## config.mk

```make
export PLATFORM = sky130hd
export DESIGN_NAME = track_middle_line_estimator_top
export DESIGN_NICKNAME = d
export VERILOG_FILES = /design/src/hdl/tmle_pkg.sv /design/src/hdl/track_middle_line_estimator_top.sv
export VERILOG_INCLUDE_DIRS = /design/src /design/src/hdl
export SDC_FILE = /design/constraint.sdc
export NUM_CORES = 1
export LEC_CHECK = 0
export BUFFER_PORTS_ARGS = -buffer_cell sky130_fd_sc_hd__buf_2
export CORE_MARGIN = 3
export CORE_UTILIZATION = 50
export CTS_CLUSTER_DIAMETER = 80
export CTS_CLUSTER_SIZE = 12
export DETAILED_ROUTE_END_ITERATION = 16
export PLACE_DENSITY = 0.66
export SLEW_MARGIN = 20
export SYNTH_ARGS = -nofsm -noshare
export SYNTH_HDL_FRONTEND = slang
export SYNTH_SLANG_ARGS = --single-unit
```

## constraint.sdc

```tcl
create_clock -name clk_i -period 30 [get_ports clk_i]
set_input_delay 0 -clock clk_i [delete_from_list [all_inputs] [get_ports clk_i]]
set_output_delay 0 -clock clk_i [all_outputs]
set_load 0.02 [all_outputs]
```

## src/hdl/assert_macros.svh

```systemverilog
// Assertion macros used by the estimator top level RTL file.
`ifndef ASSERT_MACROS_SVH
`define ASSERT_MACROS_SVH

// Clocked check on clk_i, off while rst_ni is low.
`define TMLE_ASSERT(name, prop, msg) \
  name: assert property (@(posedge clk_i) disable iff (!rst_ni) (prop)) \
    else $error(msg);

// Clocked check that a condition never holds.
`define TMLE_ASSERT_NEVER(name, expr, msg) \
  name: assert property (@(posedge clk_i) disable iff (!rst_ni) !(expr)) \
    else $error(msg);

`endif

```

## src/hdl/tmle_pkg.sv

```systemverilog
// Types, constants and helpers for the track middle line estimator.
package tmle_pkg;

  localparam int unsigned ROWS_DEFAULT  = 60;
  localparam int unsigned WIDTH_DEFAULT = 80;

  // Fit constants in Q.12
  localparam int unsigned K_BASE = 150815;
  localparam int unsigned K_VOFF = 5857;
  localparam int unsigned K_ROW  = 3161;

  localparam logic signed [7:0] EDGE_LOST = -8'sd1;
  localparam logic signed [7:0] EDGE_END  = -8'sd2;

  typedef enum logic {
    REG_VALID_ROW       = 1'b0,
    REG_IN_RIGHT_CIRCLE = 1'b1
  } cfg_reg_e;

  typedef struct packed {
    logic        [6:0] row_index;
    logic signed [7:0] left_edge;
    logic signed [7:0] right_edge;
  } in_item_t;

  typedef struct packed {
    logic signed [7:0] middle_col;
    logic              row_written;
    logic              frame_ended;
  } out_item_t;

  // Slope factor floor(v * 4096 / 60) + K_VOFF.
  // v * 1024 / 15 = v * 68 + (4 * v) / 15; the small quotient uses a reciprocal.
  function automatic logic [14:0] slope_of(input logic [6:0] v);
    logic [13:0] base;
    logic [8:0]  rem_in;
    logic [21:0] recip;
    base   = 14'(v) * 14'd68;
    rem_in = {v, 2'b00};
    recip  = 22'(rem_in) * 22'd4370;
    return 15'(base) + 15'(recip[21:16]) + 15'(K_VOFF);
  endfunction

endpackage

```

## src/hdl/track_middle_line_estimator_top.sv

```systemverilog
// Track middle line estimator: one image row in, one middle line result out.
// The request is held in the input register and its result is loaded into the output register.
// Throughput: one row per cycle while out_stall_i is low; combinational multiply-add logic sits
//   between the input register and the result register.
// Reset (rst_ni low, async): empties both registers, clears the stop flag,
//   the stored bottom row edges and the configuration registers.
`include "assert_macros.svh"

module track_middle_line_estimator_top #(
  parameter int unsigned ROWS  = tmle_pkg::ROWS_DEFAULT,
  parameter int unsigned WIDTH = tmle_pkg::WIDTH_DEFAULT
) (
  input  logic                 clk_i,
  input  logic                 rst_ni,
  input  logic                 cfg_we_i,
  input  logic                 cfg_idx_i,
  input  logic [6:0]           cfg_wdata_i,
  input  logic                 in_valid_i,
  output logic                 in_stall_o,
  input  tmle_pkg::in_item_t   in_data_i,
  output logic                 out_valid_o,
  input  logic                 out_stall_i,
  output tmle_pkg::out_item_t  out_data_o
);

  localparam logic [7:0]        RowsW    = 8'(ROWS);
  localparam logic [6:0]        LastRow  = 7'(ROWS - 1);
  localparam logic signed [8:0] WidthS   = 9'(WIDTH);
  localparam logic signed [14:0] ColMax  = 15'(WIDTH - 1);
  localparam logic signed [7:0] ColMax8  = 8'(WIDTH - 1);
  localparam logic signed [7:0] Centre   = 8'(WIDTH / 2);
  localparam logic [19:0]       KRow     = 20'(tmle_pkg::K_ROW);
  localparam logic signed [25:0] KBase   = 26'(tmle_pkg::K_BASE);

  // Configuration
  logic [6:0]  valid_row_q;
  logic        in_right_circle_q;
  logic [14:0] slope_q;

  // Frame state
  logic              stopped_q, stopped_d;
  logic signed [7:0] bottom_left_q, bottom_left_d;
  logic signed [7:0] bottom_right_q, bottom_right_d;

  // Pipeline registers
  logic                in_valid_q;
  tmle_pkg::in_item_t  in_q;
  logic                out_valid_q;
  tmle_pkg::out_item_t out_q, out_d;

  logic out_ready;
  logic advance;

  assign out_ready  = !out_valid_q || !out_stall_i;
  assign advance    = in_valid_q && out_ready;
  assign in_stall_o = in_valid_q && !out_ready;
  assign out_valid_o = out_valid_q;
  assign out_data_o  = out_q;

  always_ff @(posedge clk_i or negedge rst_ni) begin
    if (!rst_ni) begin
      valid_row_q       <= '0;
      in_right_circle_q <= 1'b0;
      slope_q           <= tmle_pkg::slope_of(7'd0);
    end else if (cfg_we_i) begin
      unique case (cfg_idx_i)
        tmle_pkg::REG_VALID_ROW: begin
          valid_row_q <= cfg_wdata_i;
          slope_q     <= tmle_pkg::slope_of(cfg_wdata_i);
        end
        tmle_pkg::REG_IN_RIGHT_CIRCLE: begin
          in_right_circle_q <= cfg_wdata_i[0];
        end
        default: ;
      endcase
    end
  end

  // Row decode on the input register
  logic              [6:0] row;
  logic signed       [7:0] l_edge, r_edge;
  logic                    row_in_range, is_bottom, has_end, check_hit;
  logic                    l_lost, r_lost;

  // Means
  logic signed [8:0] mean_sum, mean_adj;
  logic signed [7:0] mean_col;

  // Fit
  logic signed [7:0]  fit_base, fit_ref;
  logic signed [8:0]  fit_diff;
  logic        [8:0]  fit_ad;
  logic        [7:0]  rows_left;
  logic        [19:0] row_term;
  logic        [23:0] fit_prod;
  logic signed [25:0] fit_sum, fit_adj;
  logic signed [13:0] fit_k;
  logic signed [14:0] fit_cand;
  logic signed [7:0]  fit_col;

  always_comb begin
    row    = in_q.row_index;
    l_edge = in_q.left_edge;
    r_edge = in_q.right_edge;

    row_in_range = {1'b0, row} < RowsW;
    is_bottom    = row == LastRow;
    has_end      = (l_edge == tmle_pkg::EDGE_END) || (r_edge == tmle_pkg::EDGE_END);
    l_lost       = l_edge == tmle_pkg::EDGE_LOST;
    r_lost       = r_edge == tmle_pkg::EDGE_LOST;

    if ({1'b0, valid_row_q} >= RowsW) begin
      check_hit = is_bottom;
    end else begin
      check_hit = (valid_row_q != 7'd0) && (row == valid_row_q - 7'd1);
    end

    // Bottom row with right lost takes the mean against the image width
    if (is_bottom && r_lost) begin
      mean_sum = {l_edge[7], l_edge} + WidthS;
    end else begin
      mean_sum = {l_edge[7], l_edge} + {r_edge[7], r_edge};
    end
    mean_adj = mean_sum + {8'd0, mean_sum[8]};
    mean_col = mean_adj[8:1];

    // Right lost: offset from left. Left lost: offset back from right.
    if (r_lost) begin
      fit_base = l_edge;
      fit_ref  = bottom_left_q;
    end else begin
      fit_base = r_edge;
      fit_ref  = bottom_right_q[7] ? ColMax8 : bottom_right_q;
    end
    fit_diff  = {fit_base[7], fit_base} - {fit_ref[7], fit_ref};
    fit_ad    = fit_diff[8] ? 9'(-fit_diff) : 9'(fit_diff);
    rows_left = RowsW - {1'b0, row};
    row_term  = KRow * {12'd0, rows_left};
    fit_prod  = {9'd0, slope_q} * {15'd0, fit_ad};
    fit_sum   = KBase + $signed({2'b00, fit_prod}) - $signed({6'd0, row_term});
    // Truncate toward zero
    fit_adj   = fit_sum + (fit_sum[25] ? 26'sd4095 : 26'sd0);
    fit_k     = fit_adj[25:12];
    if (r_lost) begin
      fit_cand = {{7{fit_base[7]}}, fit_base} + {fit_k[13], fit_k};
    end else begin
      fit_cand = {{7{fit_base[7]}}, fit_base} - {fit_k[13], fit_k};
    end
    if (fit_cand < 15'sd0) begin
      fit_col = 8'sd0;
    end else if (fit_cand > ColMax) begin
      fit_col = ColMax8;
    end else begin
      fit_col = fit_cand[7:0];
    end
  end

  always_comb begin
    out_d.middle_col  = 8'sd0;
    out_d.row_written = 1'b0;
    stopped_d         = stopped_q;
    bottom_left_d     = bottom_left_q;
    bottom_right_d    = bottom_right_q;

    if (row_in_range) begin
      if (is_bottom) begin
        stopped_d      = 1'b0;
        bottom_left_d  = l_edge;
        bottom_right_d = r_edge;
      end
      if (!stopped_d) begin
        if (row >= valid_row_q) begin
          out_d.row_written = 1'b1;
          if (has_end) begin
            out_d.middle_col = tmle_pkg::EDGE_END;
            stopped_d        = 1'b1;
          end else if (is_bottom) begin
            out_d.middle_col = mean_col;
          end else if (l_lost && r_lost) begin
            out_d.middle_col = in_right_circle_q ? tmle_pkg::EDGE_END : Centre;
          end else if (l_lost || r_lost) begin
            out_d.middle_col = fit_col;
          end else begin
            out_d.middle_col = mean_col;
          end
        end else if (check_hit && has_end) begin
          out_d.row_written = 1'b1;
          out_d.middle_col  = tmle_pkg::EDGE_END;
          stopped_d         = 1'b1;
        end
      end
    end
    out_d.frame_ended = stopped_d;
  end

  always_ff @(posedge clk_i or negedge rst_ni) begin
    if (!rst_ni) begin
      in_valid_q     <= 1'b0;
      out_valid_q    <= 1'b0;
      stopped_q      <= 1'b0;
      bottom_left_q  <= '0;
      bottom_right_q <= '0;
    end else begin
      if (!in_stall_o) begin
        in_valid_q <= in_valid_i;
      end
      if (out_ready) begin
        out_valid_q <= in_valid_q;
      end
      if (advance) begin
        stopped_q      <= stopped_d;
        bottom_left_q  <= bottom_left_d;
        bottom_right_q <= bottom_right_d;
      end
    end
  end

  // Payload registers: load on a taken request, hold while stalled
  always_ff @(posedge clk_i) begin
    if (in_valid_i && !in_stall_o) begin
      in_q <= in_data_i;
    end
    if (advance) begin
      out_q <= out_d;
    end
  end

  `TMLE_ASSERT(a_out_from_stage,
    $rose(out_valid_q) |-> $past(in_valid_q),
    "result without a staged row")
  `TMLE_ASSERT(a_stop_clears_on_bottom,
    $fell(stopped_q) |-> $past(advance && is_bottom),
    "stop flag cleared off the bottom row")
  `TMLE_ASSERT(a_bottom_store,
    !$stable(bottom_left_q) |-> $past(advance && is_bottom),
    "bottom edge changed off the bottom row")
  `TMLE_ASSERT(a_unwritten_zero,
    (out_valid_q && !out_q.row_written) |-> (out_q.middle_col == 8'sd0),
    "unwritten row carries a column")

endmodule

```

==> results of run 1 <==
## registers in the layout, indices dropped and copies added, names as in the netlist, 7 cells and up
signal / count
l_edge: 8
valid_row_q: 7
bottom_right_q: 8
row: 7
out_data_o: 10
bottom_left_q: 8
r_edge: 8
slope_q: 15
## cells in the mapped netlist, drive strengths merged, types with 11 or more instances
master | number | area share (%)
mux2 | 28 | 2.2
o21a | 15 | 0.78
nor2 | 75 | 2.0
or3 | 11 | 0.48
clkbuf | 32 | 0.84
dfrtp | 35 | 6.1
o211ai | 13 | 0.71
edfxtp | 33 | 6.9
xor2 | 27 | 1.6
nor2b | 38 | 1.7
nand2 | 123 | 3.2
and2 | 42 | 1.8
a21o | 17 | 0.89
nor3 | 28 | 1.0
fa | 159 | 22
a21oi | 75 | 2.6
buf | 14 | 0.50
o21bai | 11 | 0.57
xnor2 | 85 | 5.4
nand3 | 24 | 0.84
inv | 282 | 7.4
o21ai | 67 | 2.4
ha | 177 | 15
nand4 | 14 | 0.61
nand2b | 41 | 1.8
a31oi | 14 | 0.65
## metal layers
metal	GRT usage, %	vias to the layer above	wire, um	part of all wire, %
li1	-	5501	-	-
met1	30.6	5546	15400	45
met2	40.1	269	16400	48
met3	2.31	46	1460	4.3
met4	6.00	0	721	2.1
met5	0	-	0	0
## through the flow
| stage | hold slack, ps | worst slack (ps) | instances | utilization [%] | cell area [sq um] |
|---|---|---|---|---|---|
| after floorplan | -296 | 14400 | 1619 | - | 14400 |
| after global placement | 176 | 14160 | 2007 | 53.4 | 15000 |
| after detailed placement | 178 | 13770 | 2007 | 53.4 | 15000 |
| after CTS | 36.6 | 13710 | 2054 | 55.6 | 15600 |
| after global routing | 62.9 | 12560 | 2054 | 55.6 | 15600 |
| final | 47.4 | 13770 | 2054 | 55.6 | 15600 |
## area by class of cell
class	count	area share (%)
clock buffer	9	1.45
clock inverter	7	0.490
inverter	283	6.82
multi-input combinational	1215	71.1
sequential	75	13.2
tap	378	3.03
timing repair buffer	87	3.93
## cell families (layout without fill, tap and decap cells)
family / count (synthesis) / in the layout / share of synthesized area, %
muxes: 37 / 37 / 2.82
adders and majority gates: 340 / 340 / 37.9
DFF: 75 / 75 / 14.3
xor gates and xnor gates: 112 / 112 / 7.01
buffers and inverters: 329 / 386 / 8.73
and+or+nand+nor: 441 / 441 / 15.9
AOI/OAI and AO/OA: 285 / 285 / 13.4
## critical path, delay by kind of cell, from the launching register on
kind | cells | cell delay (ps)
buf+inv | 7 | 840
flops | 1 | 470
simple gates | 17 | 3720
mux | 1 | 1000
fa+ha+maj | 12 | 5190
xor+xnor | 3 | 1050
compound gates | 17 | 3670
## what timing repair did
item | CTS | global route
gates resized for setup | 0 | 0
hold buffers | 31 | 0
hold endpoints to repair | 63 | 0
## worst min path at each step
stage | startpoint | to | slack, ps
6_report | cfg_wdata_i[6] | valid_row_q[6] | 50
5_1_grt | cfg_wdata_i[5] | valid_row_q[5] | 60
4_1_cts | cfg_wdata_i[6] | valid_row_q[6] | 40
3_5_place_dp | in_data_i[17] | row[1] | 180
3_3_place_gp | in_data_i[18] | row[2] | 180
2_1_floorplan | rst_ni | bottom_left_q[0] | -300
==> impl_results.md, run 1 <==
* Initial DRT Pass Iterations at 5
* Period minus WS final at 16230 ps
* GPL Wtd Cong at 0.903
* Startpoint type of the worst setup path: flip-flop
* Critical R2R Capture: out_data_o[3]
* Max Cap Viol at 0
* Avg Cell Area, Syn at 8.87 sq um
* CTS sink count at 75
* DRC Markers at 0
* Maximum root-to-sink buffer count at 2
* Reg2Reg Depth at 57
* Vias in the first global route at 11900
* Worst Path Required at 30080 ps
* Initial Util at 51.3%
* Clock H-tree levels at 3
* Multi-input gate area at 0.0111 sq mm
* Most frequent cells in the layout: 281 x inv_1, 177 x ha_1, 159 x fa_1
* Initial DRC count at 600
* First-pass GRT wire length at 58.1 mm
* Final WL at 34.0 mm
* Setup violators final at 0
* Syn Inst Count at 1619
* CP Capture Point: out_data_o[3]
* FMAX at 61.6 MHz
* Mapped Nets at 1991
* CP most frequent cell: fa_1
* Slowest cell on crit path: mux2i_2
* Final Max Tran Viols at 0
* Die Y at 175 um
* Crit path launch: r_edge[1]
* CP Capture Type: flip-flop
* Root buffer cell: clkbuf_16
* Final period util at 54.1%
* Crit path kind: flip-flop to flip-flop
* Core area at 0.0280 sq mm
* Async SR Flop Fraction at 56.0%
* Initial antenna violation count at 0
* Final Hold Vio Count at 0
* Register area at 0.00205 sq mm
* Total GRT Usage at 22.9%
* YS warnings at 0
* #FFs+latches synth at 75
* CP Data Arrival Time at 16300 ps
* Share of layout cells above drive strength 1 at 8.11%
* Hold Path Class: primary input to flip-flop
* Predominant post-synthesis flop cell: dfrtp_1
* Via count at 11400
* ANT cells at 0
* Mapped cell area at 0.0144 sq mm
* Worst-margin pin slew at 1130 ps
* Final #Nets at 2043
* DP Wirelength at 28.0 mm
* Worst Skew at 11.5 ps
* Fillers at 2590
* Run status: completed
* Area of the die at 0.0308 sq mm
* Sequential element share of the synthesized area at 14.3%
* Slew headroom at 22.9%
* Netlist cell types at 92
* Synth-to-Final Area Change at 8.50%
* Final ANT Viol Nets at 0
* Clock Latency Late Sink at 340 ps
* Row Count at 61
* Worst r2r src: r_edge[1]
* Setup repair bufs after CTS at 0
* R2R Setup Slk at 13770 ps
* Input/output buffers at 47
* RSZ-0062 raised after global routing: false
* Die width at 175 um
* Worst Path Max Fanout at 36
* Via-per-instance ratio at 5.53
* Largest net degree at the start of global routing at 43
* Post-synth EDFFs at 33
* Largest stage delay on the critical path at 1000 ps
* TritonCTS buffer count at 9
* Most common cell after layout, fill and taps aside: inv_1
* DR WL/cell at 16.5 um
* CTS tree: yes
* Grt total ovfl at 0
* Hold depth at 2
* I/O pin count at 48
* Clk slew on worst S/H paths at 70 ps
* Setup TNS at 0 ps
Power of run 1 is not shown: default switching activity piles up to over one toggle a cycle in this logic, so the estimate is an artifact.
==> run 2, diff against run 1 <==
- PLACE_DENSITY: 0.66 -> 0.69
- clock period: 30 -> 13.1 ns (I/O delays scaled with it)
==> impl_results.md, run 2 (synthesis gave the netlist of run 1 again) <==
* Fillers at 2233
* Initial DRT Pass Iterations at 5
* Area of the die at 0.0308 sq mm
* Worst Path Required at 13180 ps
* RSZ-0062 raised after global routing: true
* GPL Wtd Cong at 0.925
* Slowest cell on crit path: fa_2
* ANT cells at 0
* DR WL/cell at 16.7 um
* Root buffer cell: clkbuf_16
* Worst r2r src: r_edge[6]
* CTS sink count at 75
* Run status: finished with violations
* Largest net degree at the start of global routing at 43
* Most flops, register: slope_q
* Clock Latency Late Sink at 340 ps
* Total GRT Usage at 24.6%
* Final period util at 102%
* Final #Nets at 2231
* R2R Setup Slk at -310 ps
* Final Max Tran Viols at 0
* Max Cap Viol at 0
* Place WS at -405 ps
* Post-layout worst setup margin at -308 ps
* Final WL at 37.3 mm
* Crit path launch: r_edge[6]
* Max FFs per register at 15
* Maximum root-to-sink buffer count at 2
* Die Y at 175 um
* Initial Util at 51.3%
* Failing checks: negative setup slack
* DP Wirelength at 29.0 mm
* Final ANT Viol Nets at 0
* CP Capture Type: flip-flop
* Initial DRC count at 663
* Vias in the first global route at 13000
* Synth-to-Final Area Change at 24.7%
* Largest stage delay on the critical path at 580 ps
* CP Data Arrival Time at 13490 ps
* Core area at 0.0280 sq mm
* CTS tree: yes
* Initial antenna violation count at 0
* Die width at 175 um
* Reg2Reg Depth at 61
* Share of layout cells above drive strength 1 at 23.6%
* Worst Path Max Fanout at 7
* I/O pin count at 48
* Input/output buffers at 47
* Crit path kind: flip-flop to flip-flop
* First-pass GRT wire length at 62.6 mm
* Period minus WS final at 13410 ps
* Hold depth at 2
* Clk slew on worst S/H paths at 70 ps
* Via count at 12300
* Clock H-tree levels at 3
* TritonCTS buffer count at 9
* Layout Utilization at 64.0%
* FMAX at 74.6 MHz
* Worst-margin pin slew at 1050 ps
* Most frequent cells in the layout: 269 x inv_1, 177 x buf_4, 159 x ha_1
* Final Hold Vio Count at 0
* Startpoint type of the worst setup path: flip-flop
* Via-per-instance ratio at 5.47
* Setup violators final at 6
* Grt total ovfl at 0
* Hold Path Class: primary input to flip-flop
* Row Count at 61
* Hold Path Origin: cfg_wdata_i[1]
* Most common cell after layout, fill and taps aside: inv_1
* DRC Markers at 0
* Worst Skew at 15.3 ps
* Slew headroom at 29.4%
-- run 2: worst paths after layout --
path	to
worst max-delay path	out_data_o[3]
worst min-delay path	valid_row_q[1]
worst max register to register	out_data_o[3]
worst min register to register	bottom_right_q[0]
max in group asynchronous	bottom_right_q[0]
min in group asynchronous	slope_q[1]
-- run 2: what timing repair did --
item | CTS | global route
pin swaps | 60 | 57
buffers inserted | 35 | 8
resized for setup | 57 | 69
gates cloned | 0 | 1
setup endpoints to repair | 7 | 7
endpoints found under the hold margin | 61 | 0
hold buffers | 29 | 0
-- run 2: layout make-up --
| class | count | area, sq um | area share (%) |
|---|---|---|---|
| Clock buffer | 10 | 229 | 1.28 |
| Clock inverter | 6 | 65.1 | 0.363 |
| Tap cell | 378 | 473 | 2.64 |
| Multi-Input combinational cell | 1216 | 11900 | 66.3 |
| Sequential cell | 75 | 2050 | 11.4 |
| Inverter | 283 | 1070 | 5.95 |
| Timing Repair Buffer | 274 | 2160 | 12.0 |
-- run 2: critical path: cells and delay by family, from the launching register on --
kind                       cells  cell delay, ps
and+or+nand+nor               21            4340
DFF                            1             370
adders and majority gates     13            4720
buffers and inverters          9            1020
xor gates and xnor gates       3             510
AOI/OAI and AO/OA             15            2160
-- run 2: layer usage --
metal / part of all wire, % / track usage (%)
met5: 0 / 0
met4: 2.6 / 6.24
met3: 4.3 / 2.16
met2: 50 / 44.5
met1: 43 / 31.9
-- run 2: metrics by stage --
step / std cells / cell area, sq um / hold WS [ps] / TNS [ps]
2_1_floorplan: 1619 / 14800 / -296 / -5160
3_3_place_gp: 2153 / 16400 / 176 / -1640
3_5_place_dp: 2153 / 16400 / 178 / -2590
4_1_cts: 2233 / 17500 / 0.594 / -494
5_1_grt: 2242 / 17900 / 25.5 / -5440
6_report: 2242 / 17900 / 12.7 / -1570
Power of run 2 is left out for the same reason.
==> run 3, diff against run 2 <==
- ABC_AREA: default -> 1
- CELL_PAD_IN_SITES_DETAIL_PLACEMENT: default -> 0
- CELL_PAD_IN_SITES_GLOBAL_PLACEMENT: default -> 1
- CORE_UTILIZATION: 50 -> 44
- PLACE_DENSITY: 0.69 -> default
- PLACE_DENSITY_LB_ADDON: default -> 0.1
==> impl_results.md, run 3 <==
* Worst Path Required at 13290 ps
* Mapped Nets at 2429
* Max FFs per register at 15
* Row Count at 67
* Most common cell after layout, fill and taps aside: nand2_1
* Sequential element share of the synthesized area at 13.6%
* Most common cell in the netlist: nand2_1
* CP delay by family, top: adder cells
* Initial Util at 44.9%
* ANT cells at 0
* TritonCTS buffer count at 9
* Largest stage delay on the critical path at 560 ps
* Worst Path Max Fanout at 11
* Netlist cell types at 61
* DR WL/cell at 15.8 um
* Initial DRC count at 570
* CP most frequent cell: nand2_1
* Multi-input gate area at 0.0114 sq mm
* Slowest cell on crit path: fa_1
* Avg Cell Area, Syn at 7.35 sq um
* Final Max Tran Viols at 0
* Register area at 0.00205 sq mm
* Fin area at 0.0170 sq mm
* Period minus WS final at 12480 ps
* Cell taking the most area after synthesis: fa_1
* Yosys top cell area share at 21.1%
* GPL Wtd Cong at 0.936
* CP Capture Type: flip-flop
* Top cells by area, synth: fa_1 21%, ha_1 15%, nand2_1 11%, inv_1 11%, edfxtp_1 6.6%
* Crit path kind: flip-flop to flip-flop
* Stages on the worst setup path at 60
* Initial DRT Pass Iterations at 5
* Clk slew on worst S/H paths at 60 ps
* Hold Path Class: primary input to flip-flop
* Startpoint type of the worst setup path: flip-flop
* Total GRT Usage at 22.8%
* Via count at 13000
* DP Wirelength at 35.1 mm
* I/O pin count at 48
* Slew headroom at 37.8%
* Run status: completed
* Final #Nets at 2538
* CP Capture Point: out_data_o[6]
* CP Data Arrival Time at 12670 ps
* Final period util at 95.2%
* Final ANT Viol Nets at 0
* Initial antenna violation count at 0
* Root buffer cell: clkbuf_16
* Via-per-instance ratio at 4.97
* Area of the die at 0.0366 sq mm
* Crit path launch: r_edge[1]
* Crit path buffers/inverters at 11
* Hold depth at 3
* Clock H-tree levels at 3
* Async SR Flop Fraction at 56.0%
* Synth top cells by count: 463 x nand2_1, 453 x inv_1, 177 x ha_1
* Maximum root-to-sink buffer count at 2
* Max Cap Viol at 0
* Setup violators final at 0
* Worst r2r src: r_edge[1]
* Most flops, register: slope_q
* Core area at 0.0337 sq mm
* Syn Inst Count at 2057
* Synth-to-Final Area Change at 12.7%
* Predominant post-synthesis flop cell: dfrtp_1
* Worst Skew at 8.19 ps
* CTS tree: yes
* DRC Markers at 0
* Grt total ovfl at 0
* Share of layout cells above drive strength 1 at 12.4%
* Final Hold Vio Count at 0
* CTS sink count at 75
* Final WL at 41.5 mm
* Reg2Reg Depth at 60
* Worst-margin pin slew at 930 ps
* Die width at 191 um
* Critical R2R Capture: out_data_o[6]
* Die Y at 191 um
* Most frequent cells in the layout: 456 x nand2_1, 448 x inv_1, 170 x ha_1
* R2R Setup Slk at 620 ps
* FMAX at 80.2 MHz
* Clock Latency Late Sink at 340 ps
* YS warnings at 0
* #FFs+latches synth at 75
* Input/output buffers at 47
* WHS at 9.48 ps
* Largest net degree at the start of global routing at 43
* Mapped cell area at 0.0151 sq mm
* Post-synth EDFFs at 33
* First-pass GRT wire length at 66.4 mm
* Placed instance area at 0.0159 sq mm
* Fillers at 3407
* Vias in the first global route at 12900
## run 3: kinds of logic after synthesis
kind of cell,share of synthesized area [%]
xor gates and xnor gates,4.39
AOI/OAI and AO/OA,8.19
DFF,13.6
adders and majority gates,35.7
and+or+nand+nor,25.6
buffers and inverters,12.5
## run 3: cell type report
cell class                 instances  area share (%)
multi-input combinational       1483            67.1
sequential                        75            12.0
inverter                         481            10.7
timing repair buffer             112            4.89
tap                              448            3.29
clock buffer                       9            1.32
clock inverter                     7           0.536
timing repair inverter             4           0.176
## run 3: worst min-delay path by stage
stage / slack, ps / end / from
3_5_place_dp: 180 / row[1] / in_data_i[17]
3_3_place_gp: 180 / l_edge[6] / in_data_i[14]
6_report: 9 / valid_row_q[3] / cfg_wdata_i[3]
4_1_cts: 0.7 / valid_row_q[3] / cfg_wdata_i[3]
2_1_floorplan: -300 / bottom_left_q[0] / rst_ni
5_1_grt: 20 / valid_row_q[5] / cfg_wdata_i[5]
## run 3: through the flow
stage                     TNS, ps  setup slack [ps]  utilization [%]  instances
final                           0               624             50.6       2619
after global routing         -625              -112             50.6       2619
after CTS                       0              77.2             49.0       2589
after detailed placement     -326              -114             47.2       2543
after global placement      -35.5             -35.5             47.2       2543
after floorplan                 0              1010                -       2057
## run 3: repair_timing
item,4_1_cts,5_1_grt
pin swaps,0,16
hold buffers,30,0
endpoints found under the setup margin,7,7
gates cloned,0,5
buffers inserted,0,25
hold endpoints to repair,63,0
gates resized for setup,3,63
## run 3: tightest hold or removal path: stages
cell and delay (ps):
buf_2 170, nand2_1 70, o21ai_0 60
## run 3: metal layers
| metal | GRT usage [%] | share of wire, % | wire [um] |
|---|---|---|---|
| met3 | 2.60 | 3.3 | 1370 |
| met2 | 38.0 | 47 | 19600 |
| met4 | 5.96 | 2.8 | 1150 |
| met5 | 0 | 0 | 0 |
| met1 | 31.4 | 47 | 19400 |
Power of run 3 is left out for the same reason.
